File: src/rtl/mep_pkg.sv
// ----------------------------------------------------------------------------
// mep_pkg
// Widths, register indexes and helpers shared by the escape-time pixel core.
// ----------------------------------------------------------------------------
package mep_pkg;

   localparam int COORD_BITS     = 32;
   localparam int FRAC_BITS      = COORD_BITS - 4;
   localparam int INDEX_BITS     = 12;
   localparam int COUNT_BITS     = 16;
   localparam int PROD_BITS      = 2 * COORD_BITS;
   localparam int COLOR_BITS     = 8;
   localparam int CSR_INDEX_BITS = 3;
   localparam int CSR_DATA_BITS  = COORD_BITS;

   typedef logic signed [COORD_BITS-1:0] coord_type;
   typedef logic signed [PROD_BITS-1:0]  prod_type;
   typedef logic [COORD_BITS-2:0]        step_type;
   typedef logic [COUNT_BITS-1:0]        count_type;
   typedef logic [INDEX_BITS-1:0]        index_type;
   typedef logic [COLOR_BITS-1:0]        color_type;

   typedef enum logic [CSR_INDEX_BITS-1:0] {
      CSR_ORIGIN_X = 3'd0,
      CSR_ORIGIN_Y = 3'd1,
      CSR_STEP_X   = 3'd2,
      CSR_STEP_Y   = 3'd3,
      CSR_MAX_ITER = 3'd4
   } csr_index_type;

   localparam count_type MAX_ITER_RESET = COUNT_BITS'(1024);

   // |z|^2 >= 4 with 2*FRAC_BITS fraction bits
   localparam logic [PROD_BITS-1:0] ESC_BOUND = PROD_BITS'(1) << (2 * FRAC_BITS + 2);

   // green ramp folds back from the middle of the palette
   localparam logic [COLOR_BITS:0] GREEN_FOLD = (COLOR_BITS + 1)'(382);

   // clamp a wide signed value to the signed coordinate range
   function automatic coord_type saturate(input prod_type v);
      logic [PROD_BITS-COORD_BITS:0] top;
      coord_type                     res;
      top = v[PROD_BITS-1:COORD_BITS-1];
      if ((&top) || !(|top)) begin
         res = v[COORD_BITS-1:0];
      end else if (v[PROD_BITS-1]) begin
         res = {1'b1, {(COORD_BITS-1){1'b0}}};
      end else begin
         res = {1'b0, {(COORD_BITS-1){1'b1}}};
      end
      return res;
   endfunction

endpackage

File: src/rtl/mandelbrot_escape_pixel_core.sv
// ----------------------------------------------------------------------------
// mandelbrot_escape_pixel_core
// Escape-time engine for one pixel: forms c from the pixel position, iterates
// z = z^2 + c in Q4.28 and returns the count with its palette colour.
//
// One item is taken at a time. Setting up c uses the states MCX, MCY and
// CY, and each pass uses MXX, MYY, MXY and STEP, as x*x, y*y and x*y all
// pass through one 32x32 signed multiplier before the escape test and the
// update share the STEP state; the final pass ends in escape or the limit.
// The input stays stalled from acceptance until the result is written,
// for longer the higher the returned count n, which is at most max_iter.
// The result sits in an output register, so the next item may be
// taken while it waits; a finished item is held back only while an earlier
// result is still stalled there. Write the configuration registers only
// while no item is in flight or waiting.
// ----------------------------------------------------------------------------
module mandelbrot_escape_pixel_core (
   input  logic                                 clock,
   input  logic                                 reset,
   input  logic                                 req_valid,
   output logic                                 req_stall,
   input  logic [mep_pkg::INDEX_BITS-1:0]       req_col,
   input  logic [mep_pkg::INDEX_BITS-1:0]       req_row,
   output logic                                 rsp_valid,
   input  logic                                 rsp_stall,
   output logic [mep_pkg::COUNT_BITS-1:0]       rsp_iter_count,
   output logic                                 rsp_inside_res,
   output logic [mep_pkg::COLOR_BITS-1:0]       rsp_red,
   output logic [mep_pkg::COLOR_BITS-1:0]       rsp_green,
   output logic [mep_pkg::COLOR_BITS-1:0]       rsp_blue,
   input  logic                                 csr_wr_en,
   input  logic [mep_pkg::CSR_INDEX_BITS-1:0]   csr_index,
   input  logic [mep_pkg::CSR_DATA_BITS-1:0]    csr_wdata
);

   typedef enum logic [7:0] {
      ST_IDLE = 8'b0000_0001,
      ST_MCX  = 8'b0000_0010,
      ST_MCY  = 8'b0000_0100,
      ST_CY   = 8'b0000_1000,
      ST_MXX  = 8'b0001_0000,
      ST_MYY  = 8'b0010_0000,
      ST_MXY  = 8'b0100_0000,
      ST_STEP = 8'b1000_0000
   } state_type;

   // control
   state_type           state_ff, state_in;
   logic                rsp_valid_ff, rsp_valid_in;
   mep_pkg::count_type  n_ff, n_in;

   // configuration
   mep_pkg::coord_type  origin_x_ff, origin_x_in;
   mep_pkg::coord_type  origin_y_ff, origin_y_in;
   mep_pkg::step_type   step_x_ff, step_x_in;
   mep_pkg::step_type   step_y_ff, step_y_in;
   mep_pkg::count_type  max_iter_ff, max_iter_in;

   // datapath
   mep_pkg::index_type  col_ff, col_in;
   mep_pkg::index_type  row_ff, row_in;
   mep_pkg::coord_type  cx_ff, cx_in;
   mep_pkg::coord_type  cy_ff, cy_in;
   mep_pkg::coord_type  x_ff, x_in;
   mep_pkg::coord_type  y_ff, y_in;
   mep_pkg::prod_type   sqx_ff, sqx_in;
   mep_pkg::prod_type   sqy_ff, sqy_in;
   mep_pkg::prod_type   xy_ff, xy_in;

   // result register
   mep_pkg::count_type  rsp_count_ff, rsp_count_in;
   logic                rsp_inside_ff, rsp_inside_in;
   mep_pkg::color_type  rsp_red_ff, rsp_red_in;
   mep_pkg::color_type  rsp_green_ff, rsp_green_in;
   mep_pkg::color_type  rsp_blue_ff, rsp_blue_in;

   // shared multiplier
   mep_pkg::coord_type  mul_a, mul_b;
   mep_pkg::prod_type   mul_p;

   // escape test and update
   logic [mep_pkg::PROD_BITS-1:0] sq_sum;
   logic                          escaped;
   logic                          limit_hit;
   logic                          out_free;
   mep_pkg::prod_type             next_x_wide;
   mep_pkg::prod_type             next_y_wide;
   mep_pkg::color_type            k;

   always_comb begin
      unique case (state_ff)
         ST_MCX: begin
            mul_a = mep_pkg::coord_type'(col_ff);
            mul_b = mep_pkg::coord_type'(step_x_ff);
         end
         ST_MCY: begin
            mul_a = mep_pkg::coord_type'(row_ff);
            mul_b = mep_pkg::coord_type'(step_y_ff);
         end
         ST_MXX: begin
            mul_a = x_ff;
            mul_b = x_ff;
         end
         ST_MYY: begin
            mul_a = y_ff;
            mul_b = y_ff;
         end
         ST_MXY: begin
            mul_a = x_ff;
            mul_b = y_ff;
         end
         default: begin
            mul_a = '0;
            mul_b = '0;
         end
      endcase
   end

   assign mul_p = mul_a * mul_b;

   assign sq_sum    = $unsigned(sqx_ff) + $unsigned(sqy_ff);
   assign escaped   = (sq_sum >= mep_pkg::ESC_BOUND);
   assign limit_hit = (n_ff >= max_iter_ff);
   assign out_free  = !rsp_valid_ff || !rsp_stall;

   // floor(2xy / 2^F) taken as floor(xy / 2^(F-1)) so 2xy never overflows
   assign next_x_wide = ((sqx_ff - sqy_ff) >>> mep_pkg::FRAC_BITS)
                        + mep_pkg::prod_type'(cx_ff);
   assign next_y_wide = (xy_ff >>> (mep_pkg::FRAC_BITS - 1))
                        + mep_pkg::prod_type'(cy_ff);

   assign k = n_ff[mep_pkg::COLOR_BITS-1:0];

   always_comb begin
      state_in      = state_ff;
      rsp_valid_in  = rsp_valid_ff;
      n_in          = n_ff;
      origin_x_in   = origin_x_ff;
      origin_y_in   = origin_y_ff;
      step_x_in     = step_x_ff;
      step_y_in     = step_y_ff;
      max_iter_in   = max_iter_ff;
      col_in        = col_ff;
      row_in        = row_ff;
      cx_in         = cx_ff;
      cy_in         = cy_ff;
      x_in          = x_ff;
      y_in          = y_ff;
      sqx_in        = sqx_ff;
      sqy_in        = sqy_ff;
      xy_in         = xy_ff;
      rsp_count_in  = rsp_count_ff;
      rsp_inside_in = rsp_inside_ff;
      rsp_red_in    = rsp_red_ff;
      rsp_green_in  = rsp_green_ff;
      rsp_blue_in   = rsp_blue_ff;

      // drop the waiting item once taken
      if (rsp_valid_ff && !rsp_stall) begin
         rsp_valid_in = 1'b0;
      end

      if (csr_wr_en) begin
         unique case (csr_index)
            mep_pkg::CSR_ORIGIN_X: origin_x_in = csr_wdata;
            mep_pkg::CSR_ORIGIN_Y: origin_y_in = csr_wdata;
            mep_pkg::CSR_STEP_X:   step_x_in   = csr_wdata[mep_pkg::COORD_BITS-2:0];
            mep_pkg::CSR_STEP_Y:   step_y_in   = csr_wdata[mep_pkg::COORD_BITS-2:0];
            mep_pkg::CSR_MAX_ITER: max_iter_in = csr_wdata[mep_pkg::COUNT_BITS-1:0];
            default: ;
         endcase
      end

      unique case (state_ff)
         ST_IDLE: begin
            if (req_valid) begin
               col_in   = req_col;
               row_in   = req_row;
               n_in     = '0;
               state_in = ST_MCX;
            end
         end
         ST_MCX: begin
            xy_in    = mul_p;
            state_in = ST_MCY;
         end
         ST_MCY: begin
            cx_in    = mep_pkg::saturate(mep_pkg::prod_type'(origin_x_ff) + xy_ff);
            xy_in    = mul_p;
            state_in = ST_CY;
         end
         ST_CY: begin
            cy_in    = mep_pkg::saturate(mep_pkg::prod_type'(origin_y_ff) - xy_ff);
            x_in     = cx_ff;
            y_in     = cy_in;
            state_in = ST_MXX;
         end
         ST_MXX: begin
            sqx_in   = mul_p;
            state_in = ST_MYY;
         end
         ST_MYY: begin
            sqy_in   = mul_p;
            state_in = ST_MXY;
         end
         ST_MXY: begin
            xy_in    = mul_p;
            state_in = ST_STEP;
         end
         ST_STEP: begin
            if (limit_hit || escaped) begin
               // hold here until the result register is free
               if (out_free) begin
                  rsp_valid_in  = 1'b1;
                  rsp_count_in  = n_ff;
                  rsp_inside_in = limit_hit;
                  if (limit_hit) begin
                     rsp_red_in   = '0;
                     rsp_green_in = '0;
                     rsp_blue_in  = '0;
                  end else begin
                     rsp_red_in  = ~k;
                     rsp_blue_in = k;
                     if (k[mep_pkg::COLOR_BITS-1]) begin
                        rsp_green_in = mep_pkg::color_type'(mep_pkg::GREEN_FOLD
                                       - {1'b0, k});
                     end else begin
                        rsp_green_in = {k[mep_pkg::COLOR_BITS-2:0], 1'b0};
                     end
                  end
                  state_in = ST_IDLE;
               end
            end else begin
               x_in     = mep_pkg::saturate(next_x_wide);
               y_in     = mep_pkg::saturate(next_y_wide);
               n_in     = n_ff + 1'b1;
               state_in = ST_MXX;
            end
         end
         default: begin
            state_in = ST_IDLE;
         end
      endcase
   end

   always_ff @(posedge clock) begin
      if (reset) begin
         state_ff     <= ST_IDLE;
         rsp_valid_ff <= 1'b0;
         n_ff         <= '0;
         origin_x_ff  <= '0;
         origin_y_ff  <= '0;
         step_x_ff    <= '0;
         step_y_ff    <= '0;
         max_iter_ff  <= mep_pkg::MAX_ITER_RESET;
      end else begin
         state_ff     <= state_in;
         rsp_valid_ff <= rsp_valid_in;
         n_ff         <= n_in;
         origin_x_ff  <= origin_x_in;
         origin_y_ff  <= origin_y_in;
         step_x_ff    <= step_x_in;
         step_y_ff    <= step_y_in;
         max_iter_ff  <= max_iter_in;
      end
   end

   always_ff @(posedge clock) begin
      col_ff        <= col_in;
      row_ff        <= row_in;
      cx_ff         <= cx_in;
      cy_ff         <= cy_in;
      x_ff          <= x_in;
      y_ff          <= y_in;
      sqx_ff        <= sqx_in;
      sqy_ff        <= sqy_in;
      xy_ff         <= xy_in;
      rsp_count_ff  <= rsp_count_in;
      rsp_inside_ff <= rsp_inside_in;
      rsp_red_ff    <= rsp_red_in;
      rsp_green_ff  <= rsp_green_in;
      rsp_blue_ff   <= rsp_blue_in;
   end

   assign req_stall      = (state_ff != ST_IDLE);
   assign rsp_valid      = rsp_valid_ff;
   assign rsp_iter_count = rsp_count_ff;
   assign rsp_inside_res = rsp_inside_ff;
   assign rsp_red        = rsp_red_ff;
   assign rsp_green      = rsp_green_ff;
   assign rsp_blue       = rsp_blue_ff;

`ifndef SYNTHESIS
   a_accept_starts_setup : assert property (@(posedge clock) disable iff (reset)
      (req_valid && !req_stall) |=> (state_ff == ST_MCX && n_ff == '0))
      else $error("accepted item did not start the setup sequence");

   a_result_from_step : assert property (@(posedge clock) disable iff (reset)
      $rose(rsp_valid_ff) |-> $past(state_ff == ST_STEP))
      else $error("result raised outside the step cycle");

   a_count_advances : assert property (@(posedge clock) disable iff (reset)
      (state_ff == ST_MXX && $past(state_ff == ST_STEP))
      |-> (n_ff == mep_pkg::count_type'($past(n_ff) + 1'b1)))
      else $error("iteration count did not advance by one");

   a_no_overwrite : assert property (@(posedge clock) disable iff (reset)
      (rsp_valid_ff && rsp_stall && state_ff == ST_STEP && (limit_hit || escaped))
      |=> (state_ff == ST_STEP))
      else $error("finished item left the step cycle with the result slot full");
`endif

endmodule

File: config.mk
export PLATFORM = sky130hd
export DESIGN_NAME = mandelbrot_escape_pixel_core
export DESIGN_NICKNAME = d
export VERILOG_FILES = /design/src/rtl/mep_pkg.sv /design/src/rtl/mandelbrot_escape_pixel_core.sv
export SDC_FILE = /design/constraint.sdc
export NUM_CORES = 2
export LEC_CHECK = 0
export ABC_CLOCK_PERIOD_IN_PS = 21600
export BUFFER_PORTS_ARGS = -buffer_cell sky130_fd_sc_hd__buf_4
export CAP_MARGIN = 5
export CORE_MARGIN = 2
export CORE_UTILIZATION = 66
export CTS_BUF_LIST = sky130_fd_sc_hd__clkbuf_8
export DETAILED_ROUTE_END_ITERATION = 7
export HOLD_SLACK_MARGIN = 0.15
export PLACE_DENSITY = 0.86
export SYNTH_ARGS = -nofsm -noshare
export SYNTH_HDL_FRONTEND = slang
export SYNTH_SLANG_ARGS = --single-unit
File: constraint.sdc
create_clock -name clock -period 21.6 [get_ports clock]
set_input_delay 5.4 -clock clock [delete_from_list [all_inputs] [get_ports clock]]
set_output_delay 5.4 -clock clock [all_outputs]
set_load 0.03 [all_outputs]
==> impl_table.tex <==
\begin{tabular}{lr}
\hline
Metric & Value \\
\hline
\multicolumn{2}{l}{\textbf{Power}} \\
\quad Leak & $\sim$35 nW \\
\quad Cell area power density & around 31 nW/um\^{}2 \\
\quad Max IR drop VDD & $\sim$0.050 mV \\
\quad Total design power & about 2.5 mW \\
\multicolumn{2}{l}{\textbf{Clock network}} \\
\quad H-tree depth & 3 \\
\quad Clock sink count & 552 \\
\quad TritonCTS clock tree & yes \\
\quad Clock Tree Buf Depth & 3 \\
\quad Reg clk slew, reported paths & 0.06 ns \\
\quad Number of CTS-inserted buffers & 94 \\
\quad Clock latency on the worst-skew pair & 0.84 ns \\
\quad Post-CTS Setup Inserts & 0 \\
\quad Number of hold buffers added after cts & 0 \\
\quad CTS-repair resized insts & 0 \\
\quad CTS Root Cell & clkbuf\_8 \\
\multicolumn{2}{l}{\textbf{Setup path}} \\
\quad Type of destination of the critical path & flip-flop \\
\quad Worst EP required & 22.11 ns \\
\quad CP max-delay cell & fa\_1 \\
\quad Kind of launch point of the worst setup path & flip-flop \\
\quad Register-to-register setup slack & between 9 and 10 ns \\
\quad Arr. time, crit path & 12.43 ns \\
\quad Max stage delay on crit path & 1.00 ns \\
\quad Worst Path Max Fanout & 59 \\
\quad Cell mode on critical path & fa\_1 \\
\quad Path type of the worst setup path & reg2reg \\
\multicolumn{2}{l}{\textbf{Finish}} \\
\quad Filler Cell Count & 8663 \\
\quad Area growth, synth to finish & 6.06\% \\
\quad Most common library cell in the layout ignoring fill and taps & inv\_1 \\
\quad Nets@finish & just under 10000 \\
\quad Layout cell share with drive strength beyond 1 & approximately 5.8\% \\
\quad Commonest non-fill, non-tap cells in the layout & inv\_1, fa\_1, nand2\_1 \\
\quad Summed area of non-filler cells in the final layout & 78800 um\^{}2 \\
\multicolumn{2}{l}{\textbf{Logic synthesis}} \\
\quad Synth Warn \# & 0 \\
\quad Count of different cell masters after synthesis & between 100 and 150 \\
\quad Fraction of post-synthesis cell area in the top cell type by area & 29.3\% \\
\quad Cells taking the most area after synthesis & fa\_1, edfxtp\_1, ha\_1 \\
\quad Library cell occupying the most area in the post-synthesis netlist & fa\_1 \\
\quad Post-synthesis instance total & roughly 8300 \\
\quad Area of the mapped netlist & roughly 74000 um\^{}2 \\
\quad Register area share after synthesis & between 20 and 25\% \\
\quad Most instantiated flip-flop cell in the synthesis netlist & edfxtp\_1 \\
\quad Mapped Avg Cell Area & $\sim$9 um\^{}2 \\
\quad Number of enable flip-flop cells after synthesis & 385 \\
\quad Fraction of registers with async set/reset & 0\% \\
\quad Post-Syn Nets & 9945 \\
\quad \#FFs+latches synth & $\sim$550 \\
\multicolumn{2}{l}{\textbf{Global routing}} \\
\quad Global-route wire length before repair & 391000 um \\
\quad Total track usage & about 45\% \\
\quad Sum of overflow across all layers after global routing & 0 \\
\quad Number of antenna violations at the first check in global routing & 23 \\
\quad Via count of the first global-routing pass & 65515 \\
\quad Pin count of the biggest net entering global routing & 117 \\
\multicolumn{2}{l}{\textbf{Drt}} \\
\quad Residual DRC count & 2 \\
\quad DRC violation total after the first TritonRoute iteration & slightly above 7000 \\
\quad Post-detailed-routing wire length & 259000 um \\
\quad Wire per inst & between 20 and 30 um \\
\quad Detailed-router iteration count before antenna repair & 8 \\
\quad Avg Vias per Cell & about 6.6 \\
\quad Post-route antenna net violation count & 0 \\
\quad Via count & 64394 \\
\multicolumn{2}{l}{\textbf{Floorplan}} \\
\quad Chip height & 340 um \\
\quad Standard cell core area & 112000 um\^{}2 \\
\quad Chip width & around 340 um \\
\quad Number of ports placed on the die boundary & around 110 \\
\quad Die area & 115000 um\^{}2 \\
\quad Starting utilization of the core area & between 60\% and 70\% \\
\quad Standard-cell rows & about 120 \\
\multicolumn{2}{l}{\textbf{STA}} \\
\quad Skew final & 0.120 ns \\
\quad Number of setup violations in the final report & 0 \\
\quad Setup repair after global routing missed its margin & no \\
\quad Max Freq & 0.0840 GHz \\
\quad Post-route clock period utilization & a little under three fifths \\
\quad Least setup slack across all paths after layout & 9.69 ns \\
\quad Slew Limit Headroom & around 7.5\% \\
\quad Min Hold Slack & between 0.4 and 0.5 ns \\
\quad Final critical path time including I/O delays and setup & around 12 ns \\
\quad Tightest Pin Transition & between 1 and 1.5 ns \\
\quad Hold Fails Final Rpt & 0 \\
\quad Final Slew Violations & 0 \\
\quad Total negative slack & 0 ns \\
\multicolumn{2}{l}{\textbf{Status}} \\
\quad Outcome & finished, violations left \\
\quad Violations in the final reports & design-rule violations \\
\multicolumn{2}{l}{\textbf{Run}} \\
\quad Max-cap violations & 0 \\
\multicolumn{2}{l}{\textbf{Placement}} \\
\quad Worst Setup Slack post-DPL & around 10 ns \\
\quad Area post-placement & $\sim$77000 um\^{}2 \\
\quad Post-detailed-placement half-perimeter wirelength & about 200000 um \\
\quad RePlAce Congestion & about 1.1 \\
\quad Quantity of I/O buffers inserted on ports & between 100 and 150 \\
\multicolumn{2}{l}{\textbf{Worst hold path}} \\
\quad Class of the tightest hold or removal check & reg2reg \\
\hline
\end{tabular}
[layer usage]
layer	global-route usage, %	vias to the layer above	wire length, um
met4	28.5	8	20000
met2	68.3	4482	113000
met3	12.5	1148	35600
li1	-	27349	-
met5	0	-	61
met1	57.6	31407	90100
[critical path: cells and delay by family (launching register included)]
family,cells,cell delay [ns]
xor+xnor,1,0.12
buf+inv,4,1.71
compound gates,13,3.48
fa+ha+maj,9,4.75
flops,1,0.32
simple gates,4,1.09
[power breakdown]
part	internal (mW)	leakage, nW	switching [mW]
registers	1.14	4.82	0.0164
logic	0.0804	29.3	0.177
clock network	0.543	1.13	0.499
[registers in the layout (all words and copies together) (netlist names), 32 cells and up]
| register | cells |
|---|---|
| y_ff | 32 |
| sqx_ff | 64 |
| origin_y_ff | 32 |
| cy_ff | 32 |
| origin_x_ff | 32 |
| sqy_ff | 64 |
| cx_ff | 32 |
| xy_ff | 64 |
| x_ff | 32 |
[logic make-up after synthesis]
group | count (synthesis) | share of synthesized area, %
xor+xnor | 260 | 3.06
simple gates | 2420 | 14.3
compound gates | 1745 | 15.6
fa+ha+maj | 1613 | 38.1
mux | 24 | 0.335
buf+inv | 1654 | 8.47
flops | 552 | 20.1
[Yosys cell counts, drive strengths merged, types with 38 or more instances]
cell	instances
edfxtp	385
xnor2	177
nor2	815
nand2	986
nand3	93
nor4	40
and2	39
inv	1266
nand4	68
o21a	51
a221oi	41
o21bai	92
nor2b	54
a22o	64
o21ai	238
and3	42
a211oi	84
nand2b	64
clkbuf	355
dfxtp	167
a221o	80
xor2	83
a21oi	605
ha	526
o211ai	40
nor3	76
fa	1087
a31oi	38
a21o	163
[final timing paths]
check                               start                            to  cells after the start
max              state_ff[1]$_SDFFE_PP0P_          sqx_ff[59]$_DFFE_PN_                     31
min          max_iter_ff[15]$_SDFFE_PP0P_  max_iter_ff[15]$_SDFFE_PP0P_                      2
max reg2reg      state_ff[1]$_SDFFE_PP0P_          sqx_ff[59]$_DFFE_PN_                     31
min reg2reg  max_iter_ff[15]$_SDFFE_PP0P_  max_iter_ff[15]$_SDFFE_PP0P_                      2
[through the flow]
| step | utilization (%) | cells |
|---|---|---|
| after floorplan | - | 8268 |
| after global placement | 68.5 | 9610 |
| after detailed placement | 68.5 | 9610 |
| after CTS | 70.3 | 9786 |
| after global routing | 70.3 | 9790 |
| final | 70.4 | 9801 |
[final cells by class]
type	instances	area, um^2	share of cell area [%]
sequential	552	14900	18.9
antenna	13	32.5	0.0413
multi-input combinational	6062	53500	67.8
clock buffer	105	1450	1.83
tap	1500	1880	2.38
timing repair buffer	231	1760	2.23
clock inverter	71	598	0.759
inverter	1267	4760	6.03
Power figures use the tool's default switching activity.
